**config.mk**
```make
export PLATFORM = sky130hd
export DESIGN_NAME = observer_state_feedback_controller
export DESIGN_NICKNAME = d
export VERILOG_FILES = /design/src/sv/osfc_pkg.sv /design/src/sv/osfc_smul.sv /design/src/sv/observer_state_feedback_controller.sv
export SDC_FILE = /design/constraint.sdc
export NUM_CORES = 2
export LEC_CHECK = 0
export BUFFER_PORTS_ARGS = -buffer_cell sky130_fd_sc_hd__clkbuf_2
export CAP_MARGIN = 15
export CORE_MARGIN = 10
export CORE_UTILIZATION = 45
export CTS_BUF_LIST = sky130_fd_sc_hd__clkbuf_4
export DETAILED_ROUTE_END_ITERATION = 10
export GPL_TIMING_DRIVEN = 0
export PLACE_DENSITY_LB_ADDON = 0.25
export SLEW_MARGIN = 30
export SYNTH_ARGS = -nofsm -noshare
export SYNTH_HDL_FRONTEND = slang
export SYNTH_SLANG_ARGS = --single-unit
```
**constraint.sdc**
```tcl
create_clock -name clk -period 7.7 [get_ports clk]
set_input_delay 0.77 -clock clk [delete_from_list [all_inputs] [get_ports clk]]
set_output_delay 0.77 -clock clk [all_outputs]
set_load 0.02 [all_outputs]
```
**src/sv/osfc_pkg.sv**
```systemverilog
// Shared types, operand codes and the step program of the observer controller.
package osfc_pkg;

  localparam int unsigned NUM_REGS = 8;
  localparam int unsigned REG_W    = 64;
  localparam int unsigned DATA_W   = 32;
  localparam int unsigned IDX_W    = 3;
  localparam int unsigned MS_PER_S = 1000;
  localparam int unsigned REM_W    = 10;
  localparam int unsigned PC_W     = 6;

  typedef enum logic [2:0] {
    OP_CLR,
    OP_LDY,
    OP_LDV,
    OP_MAC,
    OP_ST,
    OP_END
  } op_kind_t;

  typedef logic [4:0] opnd_t;

  // Coefficient halves: register i upper half is 2*i, lower half 2*i+1.
  localparam opnd_t C_K0  = 5'd0;
  localparam opnd_t C_K1  = 5'd1;
  localparam opnd_t C_K2  = 5'd2;
  localparam opnd_t C_A00 = 5'd4;
  localparam opnd_t C_A01 = 5'd5;
  localparam opnd_t C_A10 = 5'd6;
  localparam opnd_t C_A11 = 5'd7;
  localparam opnd_t C_B0  = 5'd8;
  localparam opnd_t C_B1  = 5'd9;
  localparam opnd_t C_B2  = 5'd10;
  localparam opnd_t C_SP  = 5'd11;
  localparam opnd_t C_C0  = 5'd12;
  localparam opnd_t C_C1  = 5'd13;
  localparam opnd_t C_L0  = 5'd14;
  localparam opnd_t C_L1  = 5'd15;
  // Working variables.
  localparam opnd_t V_X0  = 5'd16;
  localparam opnd_t V_X1  = 5'd17;
  localparam opnd_t V_X2  = 5'd18;
  localparam opnd_t V_U   = 5'd19;
  localparam opnd_t V_E   = 5'd20;
  localparam opnd_t V_D   = 5'd21;
  localparam opnd_t V_H   = 5'd22;

  typedef struct packed {
    op_kind_t kind;
    opnd_t    a;
    opnd_t    b;
    logic     neg;
  } uop_t;

  function automatic logic signed [DATA_W-1:0] sat32(input logic signed [63:0] v);
    logic signed [DATA_W-1:0] r;
    if (v > 64'sh0000_0000_7fff_ffff) begin
      r = 32'sh7fff_ffff;
    end else if (v < -64'sh0000_0000_8000_0000) begin
      r = 32'sh8000_0000;
    end else begin
      r = v[DATA_W-1:0];
    end
    return r;
  endfunction

  // u, e, then the three estimate updates, each through the shared multiplier.
  function automatic uop_t prog(input logic [PC_W-1:0] pc);
    uop_t r;
    unique case (pc)
      6'd0:  r = '{OP_CLR, C_K0,  V_X0, 1'b0};
      6'd1:  r = '{OP_MAC, C_K0,  V_X0, 1'b1};
      6'd2:  r = '{OP_MAC, C_K1,  V_X1, 1'b1};
      6'd3:  r = '{OP_MAC, C_K2,  V_X2, 1'b1};
      6'd4:  r = '{OP_ST,  C_K0,  V_U,  1'b0};
      6'd5:  r = '{OP_LDY, C_SP,  V_X0, 1'b0};
      6'd6:  r = '{OP_MAC, C_C0,  V_X0, 1'b1};
      6'd7:  r = '{OP_MAC, C_C1,  V_X1, 1'b1};
      6'd8:  r = '{OP_ST,  C_K0,  V_E,  1'b0};
      6'd9:  r = '{OP_CLR, C_K0,  V_X0, 1'b0};
      6'd10: r = '{OP_MAC, C_A00, V_X0, 1'b0};
      6'd11: r = '{OP_MAC, C_A01, V_X1, 1'b0};
      6'd12: r = '{OP_MAC, C_B0,  V_U,  1'b0};
      6'd13: r = '{OP_MAC, C_L0,  V_E,  1'b0};
      6'd14: r = '{OP_ST,  C_K0,  V_D,  1'b0};
      6'd15: r = '{OP_LDV, C_K0,  V_X0, 1'b0};
      6'd16: r = '{OP_MAC, V_H,   V_D,  1'b0};
      6'd17: r = '{OP_ST,  C_K0,  V_X0, 1'b0};
      6'd18: r = '{OP_CLR, C_K0,  V_X0, 1'b0};
      6'd19: r = '{OP_MAC, C_A10, V_X0, 1'b0};
      6'd20: r = '{OP_MAC, C_A11, V_X1, 1'b0};
      6'd21: r = '{OP_MAC, C_B1,  V_U,  1'b0};
      6'd22: r = '{OP_MAC, C_L1,  V_E,  1'b0};
      6'd23: r = '{OP_ST,  C_K0,  V_D,  1'b0};
      6'd24: r = '{OP_LDV, C_K0,  V_X1, 1'b0};
      6'd25: r = '{OP_MAC, V_H,   V_D,  1'b0};
      6'd26: r = '{OP_ST,  C_K0,  V_X1, 1'b0};
      6'd27: r = '{OP_CLR, C_K0,  V_X0, 1'b0};
      6'd28: r = '{OP_MAC, C_B2,  V_U,  1'b0};
      6'd29: r = '{OP_ST,  C_K0,  V_D,  1'b0};
      6'd30: r = '{OP_LDV, C_K0,  V_X2, 1'b0};
      6'd31: r = '{OP_MAC, V_H,   V_D,  1'b0};
      6'd32: r = '{OP_ST,  C_K0,  V_X2, 1'b0};
      default: r = '{OP_END, C_K0, V_X0, 1'b0};
    endcase
    return r;
  endfunction

endpackage

```
**src/sv/osfc_smul.sv**
```systemverilog
// Bit-serial signed 32x32 multiplier, one multiplier bit per cycle.
module osfc_smul
  import osfc_pkg::*;
(
  input  logic                     clk,
  input  logic                     rst_n,
  input  logic                     start,
  input  logic signed [DATA_W-1:0] a,
  input  logic signed [DATA_W-1:0] b,
  output logic                     done,
  output logic signed [63:0]       prod
);

  logic signed [DATA_W:0]   hi_r;
  logic [DATA_W-1:0]        lo_r;
  logic [DATA_W-1:0]        a_r;
  logic signed [DATA_W-1:0] b_r;
  logic [4:0]               cnt_r;
  logic                     run_r;
  logic                     done_r;

  logic                     last;
  logic signed [DATA_W+1:0] addend;
  logic signed [DATA_W+1:0] sum;

  assign last = (cnt_r == 5'd31);

  always_comb begin
    addend = '0;
    if (a_r[0]) begin
      // sign bit of the multiplier carries negative weight
      addend = last ? -{{2{b_r[DATA_W-1]}}, b_r} : {{2{b_r[DATA_W-1]}}, b_r};
    end
    sum = {hi_r[DATA_W], hi_r} + addend;
  end

  always_ff @(posedge clk) begin
    if (!rst_n) begin
      run_r  <= 1'b0;
      done_r <= 1'b0;
      cnt_r  <= '0;
    end else begin
      done_r <= 1'b0;
      if (start) begin
        run_r <= 1'b1;
        cnt_r <= '0;
        hi_r  <= '0;
        a_r   <= a;
        b_r   <= b;
      end else if (run_r) begin
        hi_r  <= sum[DATA_W+1:1];
        lo_r  <= {sum[0], lo_r[DATA_W-1:1]};
        a_r   <= {1'b0, a_r[DATA_W-1:1]};
        cnt_r <= cnt_r + 5'd1;
        if (last) begin
          run_r  <= 1'b0;
          done_r <= 1'b1;
        end
      end
    end
  end

  assign done = done_r;
  assign prod = {hi_r[DATA_W-1:0], lo_r};

endmodule

```
**src/sv/observer_state_feedback_controller.sv**
```systemverilog
// Observer-based state feedback controller: sequencer, register file and time step divider.
// An init word (in_tuser low) clears the estimates and records its time. A step word runs
//   a restoring division of the time step over 32 + FRAC_BITS dividend bits, then 17 products
//   on the one bit-serial multiplier, along with the other program steps.
// Throughput: one word at a time; a finished result waits in the output register.
// Reset: synchronous active-low rst_n clears registers, estimates and previous time to zero.
module observer_state_feedback_controller
  import osfc_pkg::*;
#(
  parameter int FRAC_BITS = 16
) (
  input  logic             clk,
  input  logic             rst_n,
  input  logic             in_tvalid,
  output logic             in_tready,
  input  logic [63:0]      in_tdata,   // angle [31:0], time_ms [63:32]
  input  logic             in_tuser,   // action
  output logic             out_tvalid,
  input  logic             out_tready,
  output logic [31:0]      out_tdata,  // motor_speed [31:0]
  input  logic             cfg_valid,
  output logic             cfg_ready,
  input  logic [IDX_W-1:0] cfg_index,
  input  logic [REG_W-1:0] cfg_data
);

  localparam int unsigned DIV_W = DATA_W + FRAC_BITS;
  localparam int unsigned CNT_W = $clog2(DIV_W);

  typedef enum logic [2:0] {S_IDLE, S_DIV, S_RUN, S_MUL, S_DONE} state_t;

  state_t                   state_r;
  logic [REG_W-1:0]         regs_r [NUM_REGS];
  logic signed [DATA_W-1:0] x0_r, x1_r, x2_r, u_r, e_r, d_r, h_r, y_r;
  logic [DATA_W-1:0]        prev_r;
  logic signed [63:0]       acc_r;
  logic [PC_W-1:0]          pc_r;
  logic [DIV_W-1:0]         dv_r;
  logic [REM_W-1:0]         rem_r;
  logic [DATA_W-2:0]        q_r;
  logic                     ovf_r;
  logic [CNT_W-1:0]         cnt_r;
  logic                     out_valid_r;
  logic [DATA_W-1:0]        out_data_r;

  uop_t                     uop;
  logic signed [DATA_W-1:0] opa, opb;
  logic signed [DATA_W-1:0] acc_sat;
  logic                     mul_start, mul_done;
  logic signed [63:0]       mul_prod, prod_sh;
  logic [REM_W:0]           rem_t;
  logic                     qbit;
  logic [REM_W-1:0]         rem_nxt;
  logic [DATA_W-2:0]        q_nxt;
  logic                     ovf_nxt;
  logic                     in_acc;

  function automatic logic signed [DATA_W-1:0] opnd(
    input opnd_t c,
    input logic [REG_W-1:0] rg [NUM_REGS],
    input logic signed [DATA_W-1:0] x0, x1, x2, u, e, d, h
  );
    logic signed [DATA_W-1:0] r;
    r = '0;
    if (!c[4]) begin
      r = c[0] ? rg[c[3:1]][DATA_W-1:0] : rg[c[3:1]][REG_W-1:DATA_W];
    end else begin
      case (c)
        V_X0:    r = x0;
        V_X1:    r = x1;
        V_X2:    r = x2;
        V_U:     r = u;
        V_E:     r = e;
        V_D:     r = d;
        V_H:     r = h;
        default: r = '0;
      endcase
    end
    return r;
  endfunction

  assign uop     = prog(pc_r);
  assign opa     = opnd(uop.a, regs_r, x0_r, x1_r, x2_r, u_r, e_r, d_r, h_r);
  assign opb     = opnd(uop.b, regs_r, x0_r, x1_r, x2_r, u_r, e_r, d_r, h_r);
  assign acc_sat = sat32(acc_r);
  assign prod_sh = mul_prod >>> FRAC_BITS;

  assign mul_start = (state_r == S_RUN) && (uop.kind == OP_MAC);

  osfc_smul u_mul (
    .clk   (clk),
    .rst_n (rst_n),
    .start (mul_start),
    .a     (opa),
    .b     (opb),
    .done  (mul_done),
    .prod  (mul_prod)
  );

  // restoring division of dt * 2^FRAC_BITS by 1000, one quotient bit a cycle
  always_comb begin
    rem_t   = {rem_r, dv_r[DIV_W-1]};
    qbit    = (rem_t >= (REM_W+1)'(MS_PER_S));
    rem_nxt = qbit ? REM_W'(rem_t - (REM_W+1)'(MS_PER_S)) : rem_t[REM_W-1:0];
    q_nxt   = {q_r[DATA_W-3:0], qbit};
    ovf_nxt = ovf_r | q_r[DATA_W-2];
  end

  assign in_tready = (state_r == S_IDLE);
  assign in_acc    = in_tvalid && in_tready;
  assign cfg_ready = 1'b1;

  always_ff @(posedge clk) begin
    if (!rst_n) begin
      state_r     <= S_IDLE;
      for (int i = 0; i < NUM_REGS; i++) regs_r[i] <= '0;
      x0_r        <= '0;
      x1_r        <= '0;
      x2_r        <= '0;
      prev_r      <= '0;
      pc_r        <= '0;
      cnt_r       <= '0;
      out_valid_r <= 1'b0;
    end else begin
      if (cfg_valid) begin
        regs_r[cfg_index] <= cfg_data;
      end
      if (out_valid_r && out_tready && (state_r != S_DONE)) begin
        out_valid_r <= 1'b0;
      end
      unique case (state_r)
        S_IDLE: begin
          if (in_acc) begin
            prev_r <= in_tdata[63:32];
            if (!in_tuser) begin
              x0_r <= '0;
              x1_r <= '0;
              x2_r <= '0;
            end else begin
              y_r     <= in_tdata[31:0];
              dv_r    <= {in_tdata[63:32] - prev_r, {FRAC_BITS{1'b0}}};
              rem_r   <= '0;
              q_r     <= '0;
              ovf_r   <= 1'b0;
              cnt_r   <= CNT_W'(DIV_W - 1);
              state_r <= S_DIV;
            end
          end
        end
        S_DIV: begin
          dv_r  <= {dv_r[DIV_W-2:0], 1'b0};
          rem_r <= rem_nxt;
          q_r   <= q_nxt;
          ovf_r <= ovf_nxt;
          cnt_r <= cnt_r - CNT_W'(1);
          if (cnt_r == '0) begin
            h_r     <= ovf_nxt ? 32'sh7fff_ffff : {1'b0, q_nxt};
            pc_r    <= '0;
            state_r <= S_RUN;
          end
        end
        S_RUN: begin
          // hold the program counter while a product runs or at the end
          if ((uop.kind != OP_MAC) && (uop.kind != OP_END)) begin
            pc_r <= pc_r + PC_W'(1);
          end
          case (uop.kind)
            OP_CLR: acc_r <= '0;
            OP_LDY: acc_r <= 64'(y_r) - 64'(opa);
            OP_LDV: acc_r <= 64'(opb);
            OP_MAC: begin
              state_r <= S_MUL;
            end
            OP_ST: begin
              case (uop.b)
                V_X0:    x0_r <= acc_sat;
                V_X1:    x1_r <= acc_sat;
                V_X2:    x2_r <= acc_sat;
                V_U:     u_r  <= acc_sat;
                V_E:     e_r  <= acc_sat;
                default: d_r  <= acc_sat;
              endcase
            end
            default: begin
              state_r <= S_DONE;
            end
          endcase
        end
        S_MUL: begin
          if (mul_done) begin
            acc_r   <= uop.neg ? acc_r - prod_sh : acc_r + prod_sh;
            pc_r    <= pc_r + PC_W'(1);
            state_r <= S_RUN;
          end
        end
        S_DONE: begin
          // hold until the output register is free
          if (!out_valid_r || out_tready) begin
            out_valid_r <= 1'b1;
            out_data_r  <= u_r;
            state_r     <= S_IDLE;
          end
        end
        default: state_r <= S_IDLE;
      endcase
    end
  end

  assign out_tvalid = out_valid_r;
  assign out_tdata  = out_data_r;

endmodule
```
==> impl_metrics.json <==
{
  "die_x_um": 381,
  "startpoint_type": "flip-flop",
  "final_cell_mix": "nand2_1, dfxtp_1, a21boi_0",
  "cts.htree.levels": 5,
  "synth_nets": 6628,
  "setup_viol": 0,
  "holdWs_ns": 0.0918,
  "clock.fmax_ghz": 0.131,
  "row_count": 132,
  "die_h_um": 381,
  "portBuffers": 101,
  "final_common_cell": "nand2_1",
  "power_density_nw_per_um2": 198,
  "crit_type": "reg -> reg",
  "async_flop_share_pct": 0,
  "syn_avg_cell_area_um2": 9.30,
  "drt-total-wl_um": 220000,
  "setup.worst_path.end_class": "flip-flop",
  "die-area_um2": 145000,
  "ant_nets": 0,
  "grt_pass1_wl_um": 321000,
  "fin_nets": 7212,
  "vias": 53000,
  "worst_pin_slew_ns": 1.13,
  "synth_top_area_share_pct": 23.0,
  "drt_iter0_drc": 6908,
  "cp_data_arrival_time_ns": 8.76,
  "rsz0062_at_grt": "true",
  "drive_gt1_share_pct": 12.9,
  "leakage_nw": 23.5,
  "ys_seq_elements": 1117,
  "syn_to_final_growth_pct": 14.8,
  "cts_tree": "built",
  "grt.overflow.total": 0,
  "syn_inst": 6320,
  "grt_usage_pct": 29.0,
  "p_total_mw": 13.4,
  "drtPass1Iterations": 9,
  "io_pins": 172,
  "status": "complete, no violations",
  "wl_per_cell_um": 24.7,
  "clk_latency_ns": 1.37,
  "cp.required_ns": 8.81,
  "cts_buffers": 325,
  "design.core.area_um2": 130000,
  "yosys_warnings": 0,
  "crit_path_cell_trace": "nand2b_1, clkbuf_1, nor2_1, clkbuf_1, buf_1, a22oi_1, nand3_1, nor2_1, ha_1, a21oi_1, nor2_1, a31o_2, o22a_1, maj3_2, o31a_1, o2111ai_2, nand2_1, a211oi_4, o21ai_1, a221oi_2, o2111ai_1, o311a_1, buf_2, o21ai_0",
  "yosys-top-cells-area": "dfxtp_1, edfxtp_1, nand2_1",
  "cts_root_buf": "clkbuf_4",
  "layout_setup_ws_ns": 0.0504,
  "critical_path.max_fanout": 10,
  "cp_common_cell": "nor2_1",
  "dpl.hpwl_um": 159000,
  "ys_types": 94,
  "first_global_vias": 50300,
  "synth_largest_area_cell": "dfxtp_1",
  "vdd.ir_drop.worst_mv": 0.178,
  "cp_slowest_stage_delay_ns": 0.90,
  "fin_crit_sh_pct": 99.3,
  "dp_cells": 8187,
  "cts_sinks": 1117,
  "critPathSlowestCell": "buf_1",
  "critical_path_buf_inv_count": 4,
  "critPathTopFamily": "compound AO/OA/AOI/OAI gates",
  "clk_pin_slew_ns": 0.06,
  "hold_path_class": "in -> reg",
  "max-cap-violations": 0,
  "synth-seq-area-share_pct": 45.6,
  "clk_path_buf_depth": 4,
  "post-route-drc-count": 0,
  "final.min_clock_period_ns": 7.65,
  "via_per_inst": 5.95,
  "grt_max_degree": 39,
  "fin_skew_ns": 0.131,
  "cts_setup_buffers": 0,
  "instances_no_fill": 8895,
  "slew_viol_final": 0,
  "gp_congestion": 1.01,
  "synthFlopType": "dfxtp_1",
  "start_util_pct": 45.3,
  "hold_viol": 0,
  "pre_cts_slack_ns": -1.23,
  "slew_headroom_pct": 24.1,
  "synth_area_um2": 58800,
  "synth-edff-count": 442,
  "antenna_found_initial": 21
}
worst reg2reg max path, stage by stage, from the launching register on:
cell and delay (ns):
dfxtp_1 0.42, nand2b_1 0.19, clkbuf_1 0.38, nor2_1 0.49, clkbuf_1 0.72, buf_1 0.90
a22oi_1 0.23, nand3_1 0.28, nor2_1 0.15, ha_1 0.38, a21oi_1 0.17, nor2_1 0.05
a31o_2 0.25, o22a_1 0.22, maj3_2 0.35, o31a_1 0.34, o2111ai_2 0.10, nand2_1 0.15
a211oi_4 0.34, o21ai_1 0.19, a221oi_2 0.35, o2111ai_1 0.17, o311a_1 0.25, buf_2 0.24
o21ai_0 0.10
cell type report:
type | count | area [µm²]
clock inverter | 69 | 293
sequential | 1117 | 26800
multi-input combinational | 4611 | 29800
fill | 12000 | 62200
inverter | 119 | 447
tap | 1742 | 2180
timing repair buffer | 258 | 2240
antenna | 16 | 40.0
clock buffer | 491 | 3690
buffer | 472 | 2040
power by group:
| group | internal, mW | total, mW | switching [mW] |
|---|---|---|---|
| clock | 2.93 | 5.62 | 2.70 |
| sequential | 6.31 | 6.40 | 0.0903 |
| combinational | 0.470 | 1.33 | 0.865 |
flip-flops by register name (all words and copies together), names as in the netlist, 3 cells and up:
register,flops
prev_r,32
acc_r,64
x2_r,32
u_mul.b_r,32
cnt_r,6
rem_r,10
state_r,3
h_r,31
u_r,32
y_r,32
x1_r,32
e_r,32
x0_r,32
out_tdata,32
u_mul.a_r,32
d_r,32
pc_r,6
u_mul.cnt_r,5
u_mul.hi_r,33
dv_r,32
q_r,31
uop,12
u_mul.lo_r,16
regs_r,512
stage by stage:
stage | util, % | cell area (µm²) | setup TNS (ns)
5_1_grt | 52.0 | 67500 | -0.153
2_1_floorplan | - | 58800 | 0
3_3_place_gp | 47.4 | 61500 | -100.55
6_report | 52.1 | 67500 | 0
4_1_cts | 52.0 | 67400 | 0
3_5_place_dp | 47.8 | 62000 | -53.84
kinds of logic (layout without fill, tap and decap cells):
group | count (synthesis) | in the layout | share of synthesized area [%]
AOI/OAI and AO/OA | 1678 | 1678 | 19.9
adders and majority gates | 177 | 177 | 3.80
other | 1 | 17 | 0.00638
buffers and inverters | 592 | 1409 | 4.04
DFF | 1117 | 1117 | 45.6
xor gates and xnor gates | 221 | 221 | 3.29
and+or+nand+nor | 2277 | 2277 | 16.5
muxes | 257 | 257 | 6.85
routing by layer:
layer	part of all wire [%]	vias up	wire length [µm]	track usage, %
li1	-	23800	-	-
met1	39	25200	85000	37.0
met2	43	3167	94200	43.3
met3	12	776	25800	8.46
met4	6.7	24	14800	17.6
met5	0.069	-	151	0
final timing paths:
path	startpoint	end	slack [ns]	depth (start not counted)
setup reg to reg	uop[9]	acc_r[42]	0.05	24
hold reg to reg	regs_r[14]	regs_r[14]	0.46	2
hold / removal	cfg_index[1]	regs_r[511]	0.09	4
setup / recovery	uop[9]	acc_r[42]	0.05	24
what timing repair did:
action,in CTS,in global routing
setup endpoints to repair,54,41
pin swaps,0,1
hold buffers,133,0
endpoints found under the hold margin,590,0
gates resized for setup,33,23
synth_stat cells (42+ instances only):
cell and number:
xor2_1 59, and2_1 113, nor2_1 273, a21boi_0 655, a21o_1 110, dfxtp_1 675
a21oi_1 268, nor2b_1 42, edfxtp_1 442, nor3_1 52, xnor2_1 162, nand3_1 73
a22oi_1 81, clkbuf_2 64, mux2i_1 137, clkbuf_1 359, nand2b_1 42, ha_1 167
mux4_2 100, inv_1 117, nand2_1 1510, o21ai_0 193
Note: power is estimated with default switching activity, not from simulation.
